**config.mk**
```make
export PLATFORM = sky130hd
export DESIGN_NAME = rgb_gradient_tween_unit_flat
export DESIGN_NICKNAME = d
export VERILOG_FILES = /design/src/rtl/rgt_pkg.sv /design/src/rtl/rgt_if.sv /design/src/rtl/rgb_gradient_tween_unit.sv /design/src/rtl/rgt_step_div.sv /design/src/rtl/rgt_interp_pipe.sv /design/src/flat_wrapper.sv
export SDC_FILE = /design/constraint.sdc
export NUM_CORES = 1
export LEC_CHECK = 0
export BUFFER_PORTS_ARGS = -buffer_cell sky130_fd_sc_hd__buf_2
export CAP_MARGIN = 20
export CORE_MARGIN = 8
export CORE_UTILIZATION = 30
export CTS_BUF_LIST = sky130_fd_sc_hd__clkbuf_4
export CTS_CLUSTER_SIZE = 40
export DETAILED_ROUTE_END_ITERATION = 8
export PLACE_DENSITY = 0.48
export RECOVER_POWER = 100
export REMOVE_ABC_BUFFERS = 1
export SYNTH_ARGS = -nofsm -noshare
export SYNTH_HDL_FRONTEND = slang
export SYNTH_SLANG_ARGS = --single-unit
```
**constraint.sdc**
```tcl
create_clock -name clock -period 9 [get_ports clock]
set_input_delay 1.35 -clock clock [delete_from_list [all_inputs] [get_ports clock]]
set_output_delay 1.35 -clock clock [all_outputs]
set_load 0.005 [all_outputs]
```
**src/rtl/rgt_pkg.sv**
```systemverilog
// ----------------------------------------------------------------------------
// rgt_pkg
// Shared widths, register indexes and the configuration bundle for the
// rgb gradient tween unit.
// ----------------------------------------------------------------------------
package rgt_pkg;

   localparam int CHANNEL_BITS  = 8;
   localparam int FRACTION_BITS = 10;
   localparam int STEP_BITS     = CHANNEL_BITS + FRACTION_BITS;
   localparam int PROD_BITS     = CHANNEL_BITS + STEP_BITS;
   localparam int NUM_CHANNELS  = 3;
   localparam int CSR_IDX_BITS  = 3;
   localparam int CSR_DATA_BITS = 8;

   localparam logic [CSR_IDX_BITS-1:0] REG_START_RED   = 3'd0;
   localparam logic [CSR_IDX_BITS-1:0] REG_START_GREEN = 3'd1;
   localparam logic [CSR_IDX_BITS-1:0] REG_START_BLUE  = 3'd2;
   localparam logic [CSR_IDX_BITS-1:0] REG_END_RED     = 3'd3;
   localparam logic [CSR_IDX_BITS-1:0] REG_END_GREEN   = 3'd4;
   localparam logic [CSR_IDX_BITS-1:0] REG_END_BLUE    = 3'd5;
   localparam logic [CSR_IDX_BITS-1:0] REG_STEP_COUNT  = 3'd6;

   localparam logic [CHANNEL_BITS-1:0] STEP_COUNT_RESET = CHANNEL_BITS'(2);

   typedef logic [CHANNEL_BITS-1:0] chan_type;
   typedef logic [STEP_BITS-1:0]    step_type;

   typedef struct packed {
      chan_type [NUM_CHANNELS-1:0] start_color;
      chan_type [NUM_CHANNELS-1:0] end_color;
      chan_type                    step_count;
      step_type [NUM_CHANNELS-1:0] step;
      logic     [NUM_CHANNELS-1:0] rising;
   } tween_cfg_type;

endpackage

```
**src/rtl/rgt_if.sv**
```systemverilog
// ----------------------------------------------------------------------------
// rgt_if
// Valid/ready channels for gradient positions and interpolated colors.
// ----------------------------------------------------------------------------
interface rgt_req_if
   import rgt_pkg::*;
   ();
   logic     valid;
   logic     ready;
   chan_type position;

   modport source (output valid, output position, input ready);
   modport sink   (input valid, input position, output ready);
endinterface

interface rgt_rsp_if
   import rgt_pkg::*;
   ();
   logic     valid;
   logic     ready;
   chan_type red;
   chan_type green;
   chan_type blue;

   modport source (output valid, output red, output green, output blue, input ready);
   modport sink   (input valid, input red, input green, input blue, output ready);
endinterface

```
**src/rtl/rgb_gradient_tween_unit.sv**
```systemverilog
// ----------------------------------------------------------------------------
// rgb_gradient_tween_unit
// Linear rgb gradient: color registers, per-channel step divider and the
// interpolation pipeline.
// an accepted position beat passes stage 1, stage 2 and the output register
// throughput: one position per cycle, set by the three-stage pipeline, unless a stall holds it
// after a register write the step divider runs, and until it is done
// req_chan.ready stays low
// reset: synchronous; colors 0, step_count 2, steps 0, pipeline empty
// ----------------------------------------------------------------------------
module rgb_gradient_tween_unit
   import rgt_pkg::*;
(
   input  logic                     clock,
   input  logic                     reset,
   input  logic                     csr_write_en,
   input  logic [CSR_IDX_BITS-1:0]  csr_index,
   input  logic [CSR_DATA_BITS-1:0] csr_write_data,
   rgt_req_if.sink                  req_chan,
   rgt_rsp_if.source                rsp_chan
);

   chan_type [NUM_CHANNELS-1:0] start_ff, start_in;
   chan_type [NUM_CHANNELS-1:0] end_ff, end_in;
   chan_type                    count_ff, count_in;
   logic                        pend_ff, pend_in;

   logic                        div_busy;
   step_type [NUM_CHANNELS-1:0] step;
   logic     [NUM_CHANNELS-1:0] rising;
   tween_cfg_type               cfg;

   always_comb begin
      start_in = start_ff;
      end_in   = end_ff;
      count_in = count_ff;
      pend_in  = 1'b0;
      if (csr_write_en) begin
         pend_in = 1'b1;
         case (csr_index)
            REG_START_RED:   start_in[0] = csr_write_data[CHANNEL_BITS-1:0];
            REG_START_GREEN: start_in[1] = csr_write_data[CHANNEL_BITS-1:0];
            REG_START_BLUE:  start_in[2] = csr_write_data[CHANNEL_BITS-1:0];
            REG_END_RED:     end_in[0]   = csr_write_data[CHANNEL_BITS-1:0];
            REG_END_GREEN:   end_in[1]   = csr_write_data[CHANNEL_BITS-1:0];
            REG_END_BLUE:    end_in[2]   = csr_write_data[CHANNEL_BITS-1:0];
            REG_STEP_COUNT:  count_in    = csr_write_data[CHANNEL_BITS-1:0];
            default:         pend_in     = 1'b0;
         endcase
      end
   end

   always_ff @(posedge clock) begin
      if (reset) begin
         start_ff <= '0;
         end_ff   <= '0;
         count_ff <= STEP_COUNT_RESET;
         pend_ff  <= 1'b0;
      end else begin
         start_ff <= start_in;
         end_ff   <= end_in;
         count_ff <= count_in;
         pend_ff  <= pend_in;
      end
   end

   rgt_step_div u_step_div (
      .clock       (clock),
      .reset       (reset),
      .start       (pend_ff),
      .start_color (start_ff),
      .end_color   (end_ff),
      .step_count  (count_ff),
      .busy        (div_busy),
      .step        (step),
      .rising      (rising)
   );

   always_comb begin
      cfg.start_color = start_ff;
      cfg.end_color   = end_ff;
      cfg.step_count  = count_ff;
      cfg.step        = step;
      cfg.rising      = rising;
   end

   rgt_interp_pipe u_interp_pipe (
      .clock    (clock),
      .reset    (reset),
      .cfg      (cfg),
      .hold     (div_busy || pend_in),
      .req_chan (req_chan),
      .rsp_chan (rsp_chan)
   );

endmodule

```
**src/rtl/rgt_step_div.sv**
```systemverilog
// ----------------------------------------------------------------------------
// rgt_step_div
// Restoring divider, one quotient bit per cycle, for the three channel
// steps floor(|end-start| * 2^FRACTION_BITS / (step_count-1)).
// ----------------------------------------------------------------------------
module rgt_step_div
   import rgt_pkg::*;
(
   input  logic                          clock,
   input  logic                          reset,
   input  logic                          start,
   input  chan_type [NUM_CHANNELS-1:0]   start_color,
   input  chan_type [NUM_CHANNELS-1:0]   end_color,
   input  chan_type                      step_count,
   output logic                          busy,
   output step_type [NUM_CHANNELS-1:0]   step,
   output logic     [NUM_CHANNELS-1:0]   rising
);

   localparam int CNT_BITS = $clog2(STEP_BITS + 1);

   step_type [NUM_CHANNELS-1:0] dq_ff, dq_in;
   chan_type [NUM_CHANNELS-1:0] rem_ff, rem_in;
   logic     [NUM_CHANNELS-1:0] rising_ff, rising_in;
   chan_type                    div_ff, div_in;
   logic     [CNT_BITS-1:0]     left_ff, left_in;

   logic [CHANNEL_BITS:0] trial;
   logic                  qbit;
   chan_type              diff;

   always_comb begin
      dq_in     = dq_ff;
      rem_in    = rem_ff;
      rising_in = rising_ff;
      div_in    = div_ff;
      left_in   = left_ff;
      trial     = '0;
      qbit      = 1'b0;
      diff      = '0;
      if (start) begin
         // count below two: zero dividend over all-ones divisor gives step 0
         div_in  = (step_count < STEP_COUNT_RESET) ? '1 : step_count - CHANNEL_BITS'(1);
         left_in = CNT_BITS'(STEP_BITS);
         for (int c = 0; c < NUM_CHANNELS; c++) begin
            if (end_color[c] >= start_color[c]) begin
               rising_in[c] = 1'b1;
               diff         = end_color[c] - start_color[c];
            end else begin
               rising_in[c] = 1'b0;
               diff         = start_color[c] - end_color[c];
            end
            if (step_count < STEP_COUNT_RESET) begin
               diff = '0;
            end
            dq_in[c]  = {diff, {FRACTION_BITS{1'b0}}};
            rem_in[c] = '0;
         end
      end else if (left_ff != '0) begin
         left_in = left_ff - CNT_BITS'(1);
         for (int c = 0; c < NUM_CHANNELS; c++) begin
            trial = {rem_ff[c], dq_ff[c][STEP_BITS-1]};
            qbit  = (trial >= {1'b0, div_ff});
            if (qbit) begin
               trial = trial - {1'b0, div_ff};
            end
            rem_in[c] = trial[CHANNEL_BITS-1:0];
            dq_in[c]  = {dq_ff[c][STEP_BITS-2:0], qbit};
         end
      end
   end

   always_ff @(posedge clock) begin
      if (reset) begin
         dq_ff     <= '0;
         rem_ff    <= '0;
         rising_ff <= '1;
         div_ff    <= '1;
         left_ff   <= '0;
      end else begin
         dq_ff     <= dq_in;
         rem_ff    <= rem_in;
         rising_ff <= rising_in;
         div_ff    <= div_in;
         left_ff   <= left_in;
      end
   end

   assign busy   = start || (left_ff != '0);
   assign step   = dq_ff;
   assign rising = rising_ff;

endmodule

```
**src/rtl/rgt_interp_pipe.sv**
```systemverilog
// ----------------------------------------------------------------------------
// rgt_interp_pipe
// Three-stage interpolation pipeline: position decode, step multiply,
// add or subtract and end point select into the output register.
// ----------------------------------------------------------------------------
module rgt_interp_pipe
   import rgt_pkg::*;
(
   input  logic           clock,
   input  logic           reset,
   input  tween_cfg_type  cfg,
   input  logic           hold,
   rgt_req_if.sink        req_chan,
   rgt_rsp_if.source      rsp_chan
);

   typedef enum logic [1:0] {
      PICK_START,
      PICK_END,
      PICK_INTERP
   } pick_type;

   logic en1, en2, en3, accept;

   // stage 1
   logic     v1_ff, v1_in;
   chan_type pos_ff, pos_in;
   pick_type pick1_ff, pick1_in;

   // stage 2
   logic                        v2_ff, v2_in;
   pick_type                    pick2_ff, pick2_in;
   chan_type [NUM_CHANNELS-1:0] delta_ff, delta_in;
   logic     [PROD_BITS-1:0]    prod;

   // stage 3 (output)
   logic                        v3_ff, v3_in;
   chan_type [NUM_CHANNELS-1:0] color_ff, color_in;

   assign en3    = !v3_ff || rsp_chan.ready;
   assign en2    = !v2_ff || en3;
   assign en1    = !v1_ff || en2;
   assign accept = req_chan.valid && req_chan.ready;

   assign req_chan.ready = en1 && !hold;

   always_comb begin
      v1_in    = accept;
      pos_in   = req_chan.position;
      pick1_in = PICK_INTERP;
      if (req_chan.position == '0) begin
         pick1_in = PICK_START;
      end else if (cfg.step_count < STEP_COUNT_RESET ||
                   req_chan.position >= cfg.step_count - CHANNEL_BITS'(1)) begin
         pick1_in = PICK_END;
      end
   end

   always_comb begin
      v2_in    = v1_ff;
      pick2_in = pick1_ff;
      prod     = '0;
      for (int c = 0; c < NUM_CHANNELS; c++) begin
         prod        = PROD_BITS'(pos_ff) * PROD_BITS'(cfg.step[c]);
         delta_in[c] = prod[FRACTION_BITS +: CHANNEL_BITS];
      end
   end

   always_comb begin
      v3_in = v2_ff;
      for (int c = 0; c < NUM_CHANNELS; c++) begin
         case (pick2_ff)
            PICK_START:  color_in[c] = cfg.start_color[c];
            PICK_END:    color_in[c] = cfg.end_color[c];
            PICK_INTERP: color_in[c] = cfg.rising[c] ? cfg.start_color[c] + delta_ff[c]
                                                     : cfg.start_color[c] - delta_ff[c];
            default:     color_in[c] = cfg.start_color[c];
         endcase
      end
   end

   always_ff @(posedge clock) begin
      if (reset) begin
         v1_ff <= 1'b0;
         v2_ff <= 1'b0;
         v3_ff <= 1'b0;
      end else begin
         if (en1) begin
            v1_ff <= v1_in;
         end
         if (en2) begin
            v2_ff <= v2_in;
         end
         if (en3) begin
            v3_ff <= v3_in;
         end
      end
   end

   always_ff @(posedge clock) begin
      if (en1) begin
         pos_ff   <= pos_in;
         pick1_ff <= pick1_in;
      end
      if (en2) begin
         pick2_ff <= pick2_in;
         delta_ff <= delta_in;
      end
      if (en3) begin
         color_ff <= color_in;
      end
   end

   assign rsp_chan.valid = v3_ff;
   assign rsp_chan.red   = color_ff[0];
   assign rsp_chan.green = color_ff[1];
   assign rsp_chan.blue  = color_ff[2];

endmodule

```
**src/flat_wrapper.sv**
```systemverilog
// flat-port wrapper written by rule: the top's interface ports become plain ports
module rgb_gradient_tween_unit_flat import rgt_pkg::*;
  (clock, reset, csr_write_en, csr_index, csr_write_data, req_chan_valid, req_chan_position, req_chan_ready, rsp_chan_valid, rsp_chan_red, rsp_chan_green, rsp_chan_blue, rsp_chan_ready);
  rgt_req_if req_chan_i ();
  rgt_rsp_if rsp_chan_i ();
  input  logic clock;
  input  logic reset;
  input  logic csr_write_en;
  input  logic [CSR_IDX_BITS-1:0] csr_index;
  input  logic [CSR_DATA_BITS-1:0] csr_write_data;
  input wire logic [$bits(req_chan_i.valid)-1:0] req_chan_valid;
  input wire logic [$bits(req_chan_i.position)-1:0] req_chan_position;
  output wire logic [$bits(req_chan_i.ready)-1:0] req_chan_ready;
  output wire logic [$bits(rsp_chan_i.valid)-1:0] rsp_chan_valid;
  output wire logic [$bits(rsp_chan_i.red)-1:0] rsp_chan_red;
  output wire logic [$bits(rsp_chan_i.green)-1:0] rsp_chan_green;
  output wire logic [$bits(rsp_chan_i.blue)-1:0] rsp_chan_blue;
  input wire logic [$bits(rsp_chan_i.ready)-1:0] rsp_chan_ready;
  assign req_chan_i.valid = req_chan_valid;
  assign req_chan_i.position = req_chan_position;
  assign req_chan_ready = req_chan_i.ready;
  assign rsp_chan_valid = rsp_chan_i.valid;
  assign rsp_chan_red = rsp_chan_i.red;
  assign rsp_chan_green = rsp_chan_i.green;
  assign rsp_chan_blue = rsp_chan_i.blue;
  assign rsp_chan_i.ready = rsp_chan_ready;
  rgb_gradient_tween_unit u_core (.clock(clock), .reset(reset), .csr_write_en(csr_write_en), .csr_index(csr_index), .csr_write_data(csr_write_data), .req_chan(req_chan_i), .rsp_chan(rsp_chan_i));
endmodule
```
# == Word-level counts from Yosys, hierarchy flattened ==
# Index checks and enable logic that the tools add are counted.
# totals
out_inout_bits,26
wordCells,120
regBits,214
in_bits,24
# classes
reduce_logical,25
eq_ne,8
muxes,26
n_addsub,17
n_lt_le_gt_ge,8
multipliers,3
# op_table
operator,n
2-to-1 mux 54 bit,2
2-to-1 mux 8 bit,13
subtractor 8 bit,12
multiplier 8 x 18 -> 18 bit,3
one-hot mux 8 bit (2 select lines),3
greater-or-equal comparator 8 bit,4
greater-or-equal comparator 9 x 8 -> 1 bit,3
adder 8 bit,3
AND reduction 2 bit,7
2-to-1 mux 5 bit,2
== test 3 bit (second input constant),3
zero test 8 bit,1
less-than comparator 8 x 2 -> 1 bit (second input constant),1
subtractor 8 x 1 -> 8 bit (second input constant),1
OR reduction 7 bit,1
== test 3 x 2 -> 1 bit (second input constant),2
logical OR 1 bit,6
2-to-1 mux 1 bit,5
nonzero test 5 bit,1
subtractor 5 x 1 -> 5 bit (second input constant),1
zero test 1 bit,4
== test 3 x 1 -> 1 bit (second input constant),1
zero test 3 bit,1
== test 2 x 1 -> 1 bit (second input constant),1
other kinds (5),6

# == Logic depth before layout (Yosys ltp) ==
# Gate-level depths: netlist of run 1.
# depth
depth_word,8
ltp_mapped,21
depth_no_buf,19

# == Hierarchy ==
# A second synthesis of run 1 with hierarchy kept.
# hier_totals
hier_cells,2494
area_unflattened_um2,22427.8
# by_module_without_submodules
module,cells_per_inst,n_inst,area_each_um2
rgt_interp_pipe,1440,1,13233.9
rgt_step_div,845,1,6879.1
rgb_gradient_tween_unit,209,1,2314.7

# == Worst setup path before layout of run 1 ==
# Ideal clock, no wire load.
# synth_path
kind,reg-to-reg
from,reg u_core.u_interp_pipe.pos_ff[2]
to,reg u_core.u_interp_pipe.delta_ff[23] (netlist name) (data pin)
setup_ps,260
path_stages_with_launch,21
path_slack_ps,3928
arrival_ps,4812
required_time_ps,8740
n_path_buf,2
path_cell_list,edfxtp_1 > clkbuf_1 > clkbuf_1 > nand2_1 > fa_1 > fa_1 > inv_1 > fa_1 > inv_1 > fa_1 > inv_1 > ha_1 > a2111oi_0 > o21ai_1 > a211oi_1 > nor2_1 > o41a_1 > nand4_1 > nand4b_1 > a21oi_1 > xnor2_1
# synth_lines
element,line,source
"start, declared",rgt_interp_pipe.sv:27,"chan_type pos_ff, pos_in;"
"start signal, assigned",rgt_interp_pipe.sv:102,pos_ff <= pos_in;
"end signal, assigned",rgt_interp_pipe.sv:107,delta_ff <= delta_in;
"end, declared",rgt_interp_pipe.sv:33,"chan_type [NUM_CHANNELS-1:0] delta_ff, delta_in;"

==> run summary, run 1 <==
The run finished, with violations left. The final reports fail on capacitance limit, slew limit. In this run the critical register-to-register path is launched from u_core.u_interp_pipe.pos_ff[2]. The number of enable-type register cells in the synthesized netlist came out at 60. The critical path required time came out at 9.47 ns. TritonCTS built the clock tree. The area added between synthesis and finish is 9.31%. The fill cell total of the finished layout came out at 7525. The initial detailed-routing violation count is 666. The number of gates resized after CTS came out at 0. The average size of a mapped cell came out at 8.79 sq um. The tightest min-delay check is of the reg -> reg type.

The most numerous cell type found on the critical path is sky130_fd_sc_hd__fa_1. Counting along the longest clock path gives a buffer depth of 3. The number of synthesis warnings came out at 0.

The total power divided by cell area is 145 nW/um^2. The count of antenna-violating nets left after detailed routing came out at 0. The number of hold-slack violations in the final timing report came to 0. The remaining design rule violation count came out at 0.

The number of top-level pins is 50. The total routing usage reported by global routing is 0.148. The post-synthesis compound-gate area fraction came out at 0.116. The count of hold-fix buffers inserted at cts came out at 0. Of the total synthesized cell area, the portion taken by AND, OR, NAND and NOR gates is 0.180. The pin count of the biggest net entering global routing came out at between 60 and 70. The worst-case reg-to-reg path depth came out at 19.

The pre-antenna-repair detailed-routing pass consisted of 5 iterations. The cell area after technology mapping came out at 21300 sq um. The share of Yosys cell area claimed by the top area cell type is 0.212. The combined buffer and inverter count along the critical path is 4.

Following the worst setup path forward leads to its endpoint at u_core.u_interp_pipe.delta_ff[23]. The category of the most critical setup path is reg -> reg. During placement, the flow inserted port buffers numbering 49.

The reported max-cap violation count is 7. The x dimension of the die is ~280 um. The worst clock skew came out at 0.0705 ns.

The netlist uses slightly above 70 different library cells. The initial antenna violation count was 2. The root buffer selected by CTS is sky130_fd_sc_hd__clkbuf_4. Of all cell types, the one taking the most synthesized area is sky130_fd_sc_hd__fa_1. The worst setup path is captured at a flip-flop. The analysis attributes to cell leakage a power of 0.0104 uW.

The register-to-register setup slack came out at about 2.4 ns. The number of instances in the synthesized netlist is ~2400. The highest clock rate came out at 152 MHz. The post-route setup TNS came out at 0 ns. The post-synthesis share of cell area spent on xor and xnor gates came out at 0.0518. For the pin with the worst max-slew slack, the measured transition is 3.69 ns. The number of global-route vias before repair came out at around 17000. For this run, asynchronously set or reset flops after synthesis account for 0.

In this run the critical register-to-register path is captured at u_core.u_interp_pipe.delta_ff[23]. Global routing finished with a remaining overflow of 0. Setup violations remaining at the end of the flow were counted as 0.

The number of setup buffers added after CTS came out at 0. Leaving out fill and tap cells, the most frequent cell in the layout is sky130_fd_sc_hd__inv_1. The detailed-route vias per instance is between 4 and 5. In the layout the commonest cells are sky130_fd_sc_hd__inv_1, sky130_fd_sc_hd__nand2_1, sky130_fd_sc_hd__and2_1, sky130_fd_sc_hd__fa_1, sky130_fd_sc_hd__a21oi_1. For this run, the leading register cell type out of synthesis is sky130_fd_sc_hd__dfxtp_1. Data arrives at the worst endpoint at 7.05 ns. The number of pins exceeding their max-slew limit in the final report came out at 246. The worst stage delay on the critical path came out at 1.17 ns. Of all nets on the critical path, the largest fanout is 33. Routability-driven placement finished with a final weighted congestion of a little over 0.8. The cell depth of the worst hold path is 0. The largest voltage drop on the vdd net came out at 0.370 mV. Of the total synthesized cell area, the portion taken by full adders, half adders and majority gates is 0.314.

The final worst-path cycle share is 0.731. Dividing the detail-routed wire length by the instance count gives 16.7 um. The number of nets at the end of the flow is 2882. Of the cells placed in the final design, the portion with a size suffix greater than 1 is 0.0577. Ranked by total cell area, the synthesized netlist is headed by sky130_fd_sc_hd__fa_1, sky130_fd_sc_hd__dfxtp_1, sky130_fd_sc_hd__ha_1, sky130_fd_sc_hd__edfxtp_1, sky130_fd_sc_hd__and2_1. The critical path goes through clkbuf_1 > nand2_1 > fa_1 > fa_1 > inv_1 > fa_1 > inv_1 > fa_1 > inv_1 > ha_1 > a2111oi_0 > o21ai_0 > a211oi_1 > nor2_1 > o41a_1 > nand4_1 > nand4b_1 > a21oi_1 > xnor2_1.

The total design power is 3380 uW. The global-route wire length before repair is 94.3 mm. Grouping stages by cell kind, the critical path spends the most delay in adder cells. The logic depth of the worst setup path including buffers is 19. The H-tree was split into 3 levels. The via count came out at ~16000. The die footprint is roughly 80000 sq um.

The clock sink count came out at 214. The clock latency at the later pin of the worst-skew pair is 0.79 ns. The area of the core is roughly 70000 sq um. The initial standard-cell utilization of the core came out at 0.304. After clock tree synthesis, the clock-pin slew on the worst setup and hold paths is 0.06 ns. The multiplexer area fraction after synthesis is 0.0281.

After layout, the minimum clock period comes to between 6 and 7 ns. The highest-delay cell along the critical path is sky130_fd_sc_hd__clkbuf_1. The TritonCTS buffer count came out at 70.

The share of the Yosys chip area taken by registers is 0.229. In this run the vertical extent of the chip is about 280 um. The total wire length after detailed routing came out at 57.6 mm. The start point of the critical path is u_core.u_interp_pipe.pos_ff[2].

The worst setup path is launched from a flip-flop. The placed wire-length estimate is about 43 mm. Setup repair after global routing left no endpoint under its margin. The count of standard-cell rows is between 90 and 100. The dominant combinational cell family by area after synthesis is adder cells. The worst slew margin relative to its limit is -1.46.

In this run, synthesis produced a sequential element count of approximately 210.
-- power by group --
| group | switching [uW] | total (uW) | internal [uW] |
|---|---|---|---|
| Sequential | 110 | 1220 | 1110 |
| Clock | 492 | 1060 | 571 |
| Combinational | 680 | 1100 | 417 |
-- cell type report --
class	count	area, sq um	share of cell area
clock inverters	27	168	0.00720
well taps	940	1180	0.0505
multi-input cells	1756	14700	0.630
flip-flops and latches	214	4880	0.210
diodes	3	7.51	0.000323
repair buffers	72	333	0.0143
inverters	344	1290	0.0555
clock buffers	100	751	0.0323
-- worst register-to-register path: cells and delay by family (launching register included) --
family                   cells  cell delay (ns)
adder cells (fa/ha/maj)      5             2.25
AO/OA/AOI/OAI                5             1.39
buffers and inverters        4             1.32
flip-flops                   1             0.66
AND/OR/NAND/NOR              4             0.62
XOR/XNOR                     1             0.08
-- cell families (layout without fill, tap and decap cells) --
| group | Yosys count | in the layout |
|---|---|---|
| AO/OA/AOI/OAI | 394 | 394 |
| other | 0 | 3 |
| XOR/XNOR | 126 | 126 |
| flip-flops | 214 | 214 |
| multiplexers | 59 | 59 |
| AND/OR/NAND/NOR | 777 | 777 |
| buffers and inverters | 453 | 543 |
| adder cells (fa/ha/maj) | 400 | 400 |
-- synthesized netlist by cell type, types with 19 or more instances --
| master | n |
|---|---|
| sky130_fd_sc_hd__a21o_1 | 32 |
| sky130_fd_sc_hd__a21oi_1 | 181 |
| sky130_fd_sc_hd__a221oi_1 | 26 |
| sky130_fd_sc_hd__and2_1 | 249 |
| sky130_fd_sc_hd__clkbuf_1 | 93 |
| sky130_fd_sc_hd__dfxtp_1 | 154 |
| sky130_fd_sc_hd__edfxtp_1 | 60 |
| sky130_fd_sc_hd__fa_1 | 225 |
| sky130_fd_sc_hd__ha_1 | 175 |
| sky130_fd_sc_hd__inv_1 | 344 |
| sky130_fd_sc_hd__mux2i_1 | 53 |
| sky130_fd_sc_hd__nand2_1 | 300 |
| sky130_fd_sc_hd__nand3_1 | 19 |
| sky130_fd_sc_hd__nor2_1 | 103 |
| sky130_fd_sc_hd__nor2b_1 | 24 |
| sky130_fd_sc_hd__nor3_1 | 23 |
| sky130_fd_sc_hd__o21ai_0 | 32 |
| sky130_fd_sc_hd__xnor2_1 | 89 |
| sky130_fd_sc_hd__xor2_1 | 37 |
-- state kept, by name, indices dropped and copies added, names as in the netlist --
register and cells:
u_core.u_interp_pipe.rsp_chan.green 8, u_core.u_step_div.left_ff 5, u_core.u_step_div.step 54, u_core.cfg 48
u_core.u_step_div.rising 3, u_core.u_interp_pipe.rsp_chan.blue 8, u_core.u_interp_pipe.v2_ff 1, u_core.u_step_div.div_ff 8
u_core.count_ff 8, u_core.u_interp_pipe.pos_ff 8, u_core.u_interp_pipe.rsp_chan.valid 1, u_core.u_step_div.rem_ff 24
u_core.u_interp_pipe.delta_ff 24, u_core.u_interp_pipe.pick2_ff 2, u_core.pend_ff 1, u_core.u_interp_pipe.v1_ff 1
u_core.u_interp_pipe.pick1_ff 2, u_core.u_interp_pipe.rsp_chan.red 8
-- layer usage --
layer | part of all wire | track usage
met4 | 0.018 | 0.0385
met5 | 0 | 0
met2 | 0.49 | 0.256
met3 | 0.044 | 0.0258
met1 | 0.45 | 0.189
-- through the flow --
stage	util	instance area (sq um)	setup slack [ns]	hold WS, ns	std cells
floorplan	-	20900	1.50	0.400	2314
global placement	0.320	22500	3.34	0.413	3324
detailed placement	0.321	22500	3.31	0.405	3326
CTS	0.334	23400	3.28	0.417	3453
global route	0.332	23300	2.00	0.433	3456
finish	0.332	23300	2.42	0.427	3456
-- how the worst min path moves through the flow --
stage / from / slack (ns) / endpoint
floorplan: u_core.u_interp_pipe.pick1_ff[0] / 0.40 / u_core.u_interp_pipe.pick2_ff[0]
global placement: u_core.u_interp_pipe.pick1_ff[0] / 0.41 / u_core.u_interp_pipe.pick2_ff[0]
detailed placement: u_core.u_interp_pipe.pick1_ff[1] / 0.41 / u_core.u_interp_pipe.pick2_ff[1]
CTS: u_core.u_interp_pipe.pick1_ff[0] / 0.42 / u_core.u_interp_pipe.pick2_ff[0]
global route: u_core.u_interp_pipe.pick1_ff[1] / 0.43 / u_core.u_interp_pipe.pick2_ff[1]
finish: u_core.u_interp_pipe.pick1_ff[1] / 0.43 / u_core.u_interp_pipe.pick2_ff[1]
(Power assumes the default switching activity.)
==> inputs of run 2 (changes only) <==
Settings changed: ABC_AREA set to 1.
Clock period 9 ns to 6.9 ns, I/O delays scaled along.
==> run 2 against run 1 <==
Against the previous run:
- the flow still finishes with violations (capacitance limit, slew limit)
- cell count rose by 30%
- hold slack improved by 0.034 ns
- area after synthesis rose by 12%
- non-clock buffer count did not move
- critical path type is now in -> reg
- critical endpoint is now u_core.u_step_div.rem_ff[22]
- sequential share of layout area fell by 2.0 points
- first-iteration DRC count rose by 91%
- via count rose by 22%
- flip-flop and latch count did not move
==> run summary, run 2 <==
The clock latency at the later pin of the worst-skew pair came out at 0.80 ns. The clock sink count is 214. The endpoint arrival time on the critical path came out at approximately 6.4 ns.

The count of cells in the finished layout, fillers not included, comes to 4480. The cell area after technology mapping is 23800 sq um. The remaining global-route overflow came out at 0. The final standard cell area without fillers is 25800 sq um. The largest voltage drop on the vdd net came out at 0.112 mV.

The number of buffers on the longest clock path is 3. The net count of the finished layout is 3799. The number of placed instances with taps included is 4352. The area occupied by multi-input gates is ~15000 sq um. The initialized floorplan defines 103 standard-cell rows. The pin count of the biggest net entering global routing came out at slightly above 40. The highest clock rate is between 150 and 200 MHz. The final reports fail on capacitance limit, slew limit. The worst stage delay on the critical path came out at around 1.4 ns. The register-to-register setup slack is 1.83 ns. The total routing usage reported by global routing came out at 0.155.

In this run the power density over the cells is 180 nW/um^2. The count of antenna-violating nets left after detailed routing is 0. After detailed routing, the number of vias per cell comes to 4.50. In this run, post-CTS hold repair placed 0 buffers. The area added between synthesis and finish is 8.29%.

Leaving out fill and tap cells, the most frequent cells in the layout are sky130_fd_sc_hd__nand2_1, sky130_fd_sc_hd__inv_1, sky130_fd_sc_hd__fa_1, sky130_fd_sc_hd__a21oi_1, sky130_fd_sc_hd__ha_1. The worst setup path is of the in -> reg kind. The flip-flop count of the largest register, all copies and words added came out at 54. The start point of the critical path is reset.

The number of gates resized after CTS came out at 0. In this run the critical register-to-register path is launched from u_core.u_interp_pipe.pos_ff[1]. For this run, the number of Yosys warnings is 0. The register area share after synthesis came out at 0.205.

The number of endpoints failing setup at the final stage is 0. The chip height came out at 298 um. The clock transition at the registers of the reported paths came out at 0.07 ns. The x dimension of the die came out at roughly 300 um. The routed length per instance is 15.3 um. STA classifies the critical path endpoint as a flip-flop.

The TritonCTS buffer count came out at 70. The initial standard-cell utilization of the core came out at 0.302. The share of Yosys cell area claimed by the top area cell type came out at 0.189. For this block, the via count after detailed routing is 20200. Of the total power, registers draw 0.349.

The average size of a mapped cell is slightly above 7 sq um. The largest area contributor in the netlist is sky130_fd_sc_hd__fa_1. The clock tree from TritonCTS is yes.

Ranked by instance count, the synthesized netlist is headed by sky130_fd_sc_hd__nand2_1, sky130_fd_sc_hd__inv_1, sky130_fd_sc_hd__fa_1. In this run the static leakage power is 0.0144 uW. The initial antenna violation count came to 1. The number of global-route vias before repair came out at 20500. The tree is rooted in a sky130_fd_sc_hd__clkbuf_4. The total wire length after detailed routing is 68.7 mm.

Broken down by cell family, the worst path's largest delay share belongs to buffers and inverters. The fill cell total of the finished layout is 8686. The number of enable-type register cells in the synthesized netlist is 60. After layout, the minimum clock period comes to 5.65 ns. The worst slew margin relative to its limit came out at -0.422. Yosys attributes the largest share of cell area to sky130_fd_sc_hd__fa_1, sky130_fd_sc_hd__nand2_1, sky130_fd_sc_hd__inv_1, sky130_fd_sc_hd__dfxtp_1, sky130_fd_sc_hd__ha_1. The leading register cell type out of synthesis is sky130_fd_sc_hd__dfxtp_1.

The H-tree was split into 3 levels. The HPWL after detailed placement is 52.8 mm. The worst-case reg-to-reg path depth came out at 17. The most critical setup path has its endpoint at u_core.u_step_div.rem_ff[22].

Of the total power, the clock network draws 0.296. Routability-driven placement finished with a final weighted congestion of around 0.85. The combined buffer and inverter count along the critical path came out at 4.

After detailed placement, the total cell area comes to 24900 sq um. The count of state elements after synthesis is 214. The number of setup buffers added after CTS came out at 0.

The post-synthesis cell type count is 51. The share of flip-flops with an asynchronous set or reset is 0. The number of detailed-route iterations in the first pass came out at 8. For this run, design rule violations remaining after detail routing come to 0.

The number of hold-slack violations in the final timing report is 0. The internal power contribution came out at 2700 uW. The post-route setup TNS is 0 ns. On the critical path, the stage with the largest delay is an instance of sky130_fd_sc_hd__nand2_1. The reg-to-reg endpoint is u_core.u_interp_pipe.delta_ff[15].

Data on the critical path is required at its endpoint by around 7.6 ns. The slew at the pin with the worst max-slew slack came out at 2.13 ns. The initial detailed-routing violation count is roughly 1300. Synthesis handed over a netlist of roughly 3400 instances. Max-cap violations in this run came to 4. The final cell utilization of the core came out at 0.327.

The number of port buffers came out at 49. The signal on the critical path passes through buf_2 > clkbuf_1 > nor2_2 > clkbuf_1 > nand2_1 > inv_1 > o21ai_0 > a21oi_1 > a22oi_1 > nand2_1. Of the cells placed in the final design, the portion with a size suffix greater than 1 is 0.0554. The die footprint is 88600 sq um. The net switching power figure is a little under 2000 uW. Of the total power, the share spent switching nets is 0.418. STA classifies the critical path startpoint as an input pin. The first global-routing pass estimated 112 mm of wire.

In this run the worst hold path is classified as reg -> reg. The most frequent cell after synthesis is sky130_fd_sc_hd__nand2_1. The flow ran to the end, but the final reports show violations.

Registers take 4880 sq um. Of the available clock period, the critical path in the final layout requires 0.819. Setup repair after global routing left no endpoint under its margin. The logic gate share of total power came out at 0.356. The largest fanout on the critical path came out at 34.

For this design the top-level I/O count stands at 50. The area of the core is 78700 sq um. The clock arrives with 0.0798 ns of skew. The critical path crosses 10 cells after its start point.

The library cell used most frequently in the layout, excluding fill and tap cells, is sky130_fd_sc_hd__nand2_1. The number of pins exceeding their max-slew limit in the final report is 121.
==> run 2: power groups by stage <==
stage               combinational, uW  clock [uW]  sequential (uW)
global route                     1870        1480             1630
detailed placement               1660           0             1640
CTS                              1670        1430             1620
floorplan                        1110           0             1600
finish                           1650        1370             1610
global placement                 1670           0             1640
==> run 2: worst min-delay path by stage <==
stage,cells after the start,end,startpoint
2_1_floorplan,0,u_core.u_interp_pipe.pick2_ff[0],u_core.u_interp_pipe.pick1_ff[0]
3_3_place_gp,0,u_core.u_interp_pipe.pick2_ff[0],u_core.u_interp_pipe.pick1_ff[0]
3_5_place_dp,0,u_core.u_interp_pipe.pick2_ff[0],u_core.u_interp_pipe.pick1_ff[0]
4_1_cts,3,u_core.u_interp_pipe.v1_ff,req_chan_valid
5_1_grt,3,u_core.u_interp_pipe.v1_ff,req_chan_valid
6_report,2,u_core.u_interp_pipe.v2_ff,u_core.u_interp_pipe.v1_ff
==> run 2: area by class of cell <==
cell class | count | share of cell area
sequential | 214 | 0.190
multi-input combinational | 2175 | 0.587
clock buffer | 107 | 0.0312
clock inverter | 19 | 0.00369
antenna | 1 | 0.0000971
tap | 1050 | 0.0510
inverter | 842 | 0.123
timing repair buffer | 72 | 0.0149
==> run 2: logic make-up (layout without fill, tap and decap cells) <==
family                   count (synthesis)  in the layout  synth area share
AND/OR/NAND/NOR                       1233           1233             0.217
buffers and inverters                  969           1040             0.158
AO/OA/AOI/OAI                          462            462             0.109
adder cells (fa/ha/maj)                400            400             0.281
flip-flops                             214            214             0.205
XOR/XNOR                                80             80            0.0294
other                                    0              1                 0
==> run 2: through the flow <==
| stage | total power (uW) | worst slack, ns | hold slack (ns) |
|---|---|---|---|
| CTS | 4710 | 1.92 | 0.364 |
| global route | 4980 | 0.926 | 0.417 |
| floorplan | 2700 | 2.33 | 0.400 |
| detailed placement | 3300 | 1.89 | 0.444 |
| finish | 4630 | 1.25 | 0.460 |
| global placement | 3310 | 1.96 | 0.426 |
==> run 2: worst min-delay path, cell delays in order, from the launching register on <==
cell	delay [ns]
sky130_fd_sc_hd__dfxtp_1	0.30
sky130_fd_sc_hd__inv_1	0.06
sky130_fd_sc_hd__a21oi_1	0.06
==> run 2: routing by layer <==
metal  wire length [um]  GRT usage  vias up
met3               2840     0.0226      115
met1              34600      0.220     9326
met2              29600      0.243      394
met5                  0          0        -
met4               1660     0.0463        0
li1                   -          -    10300
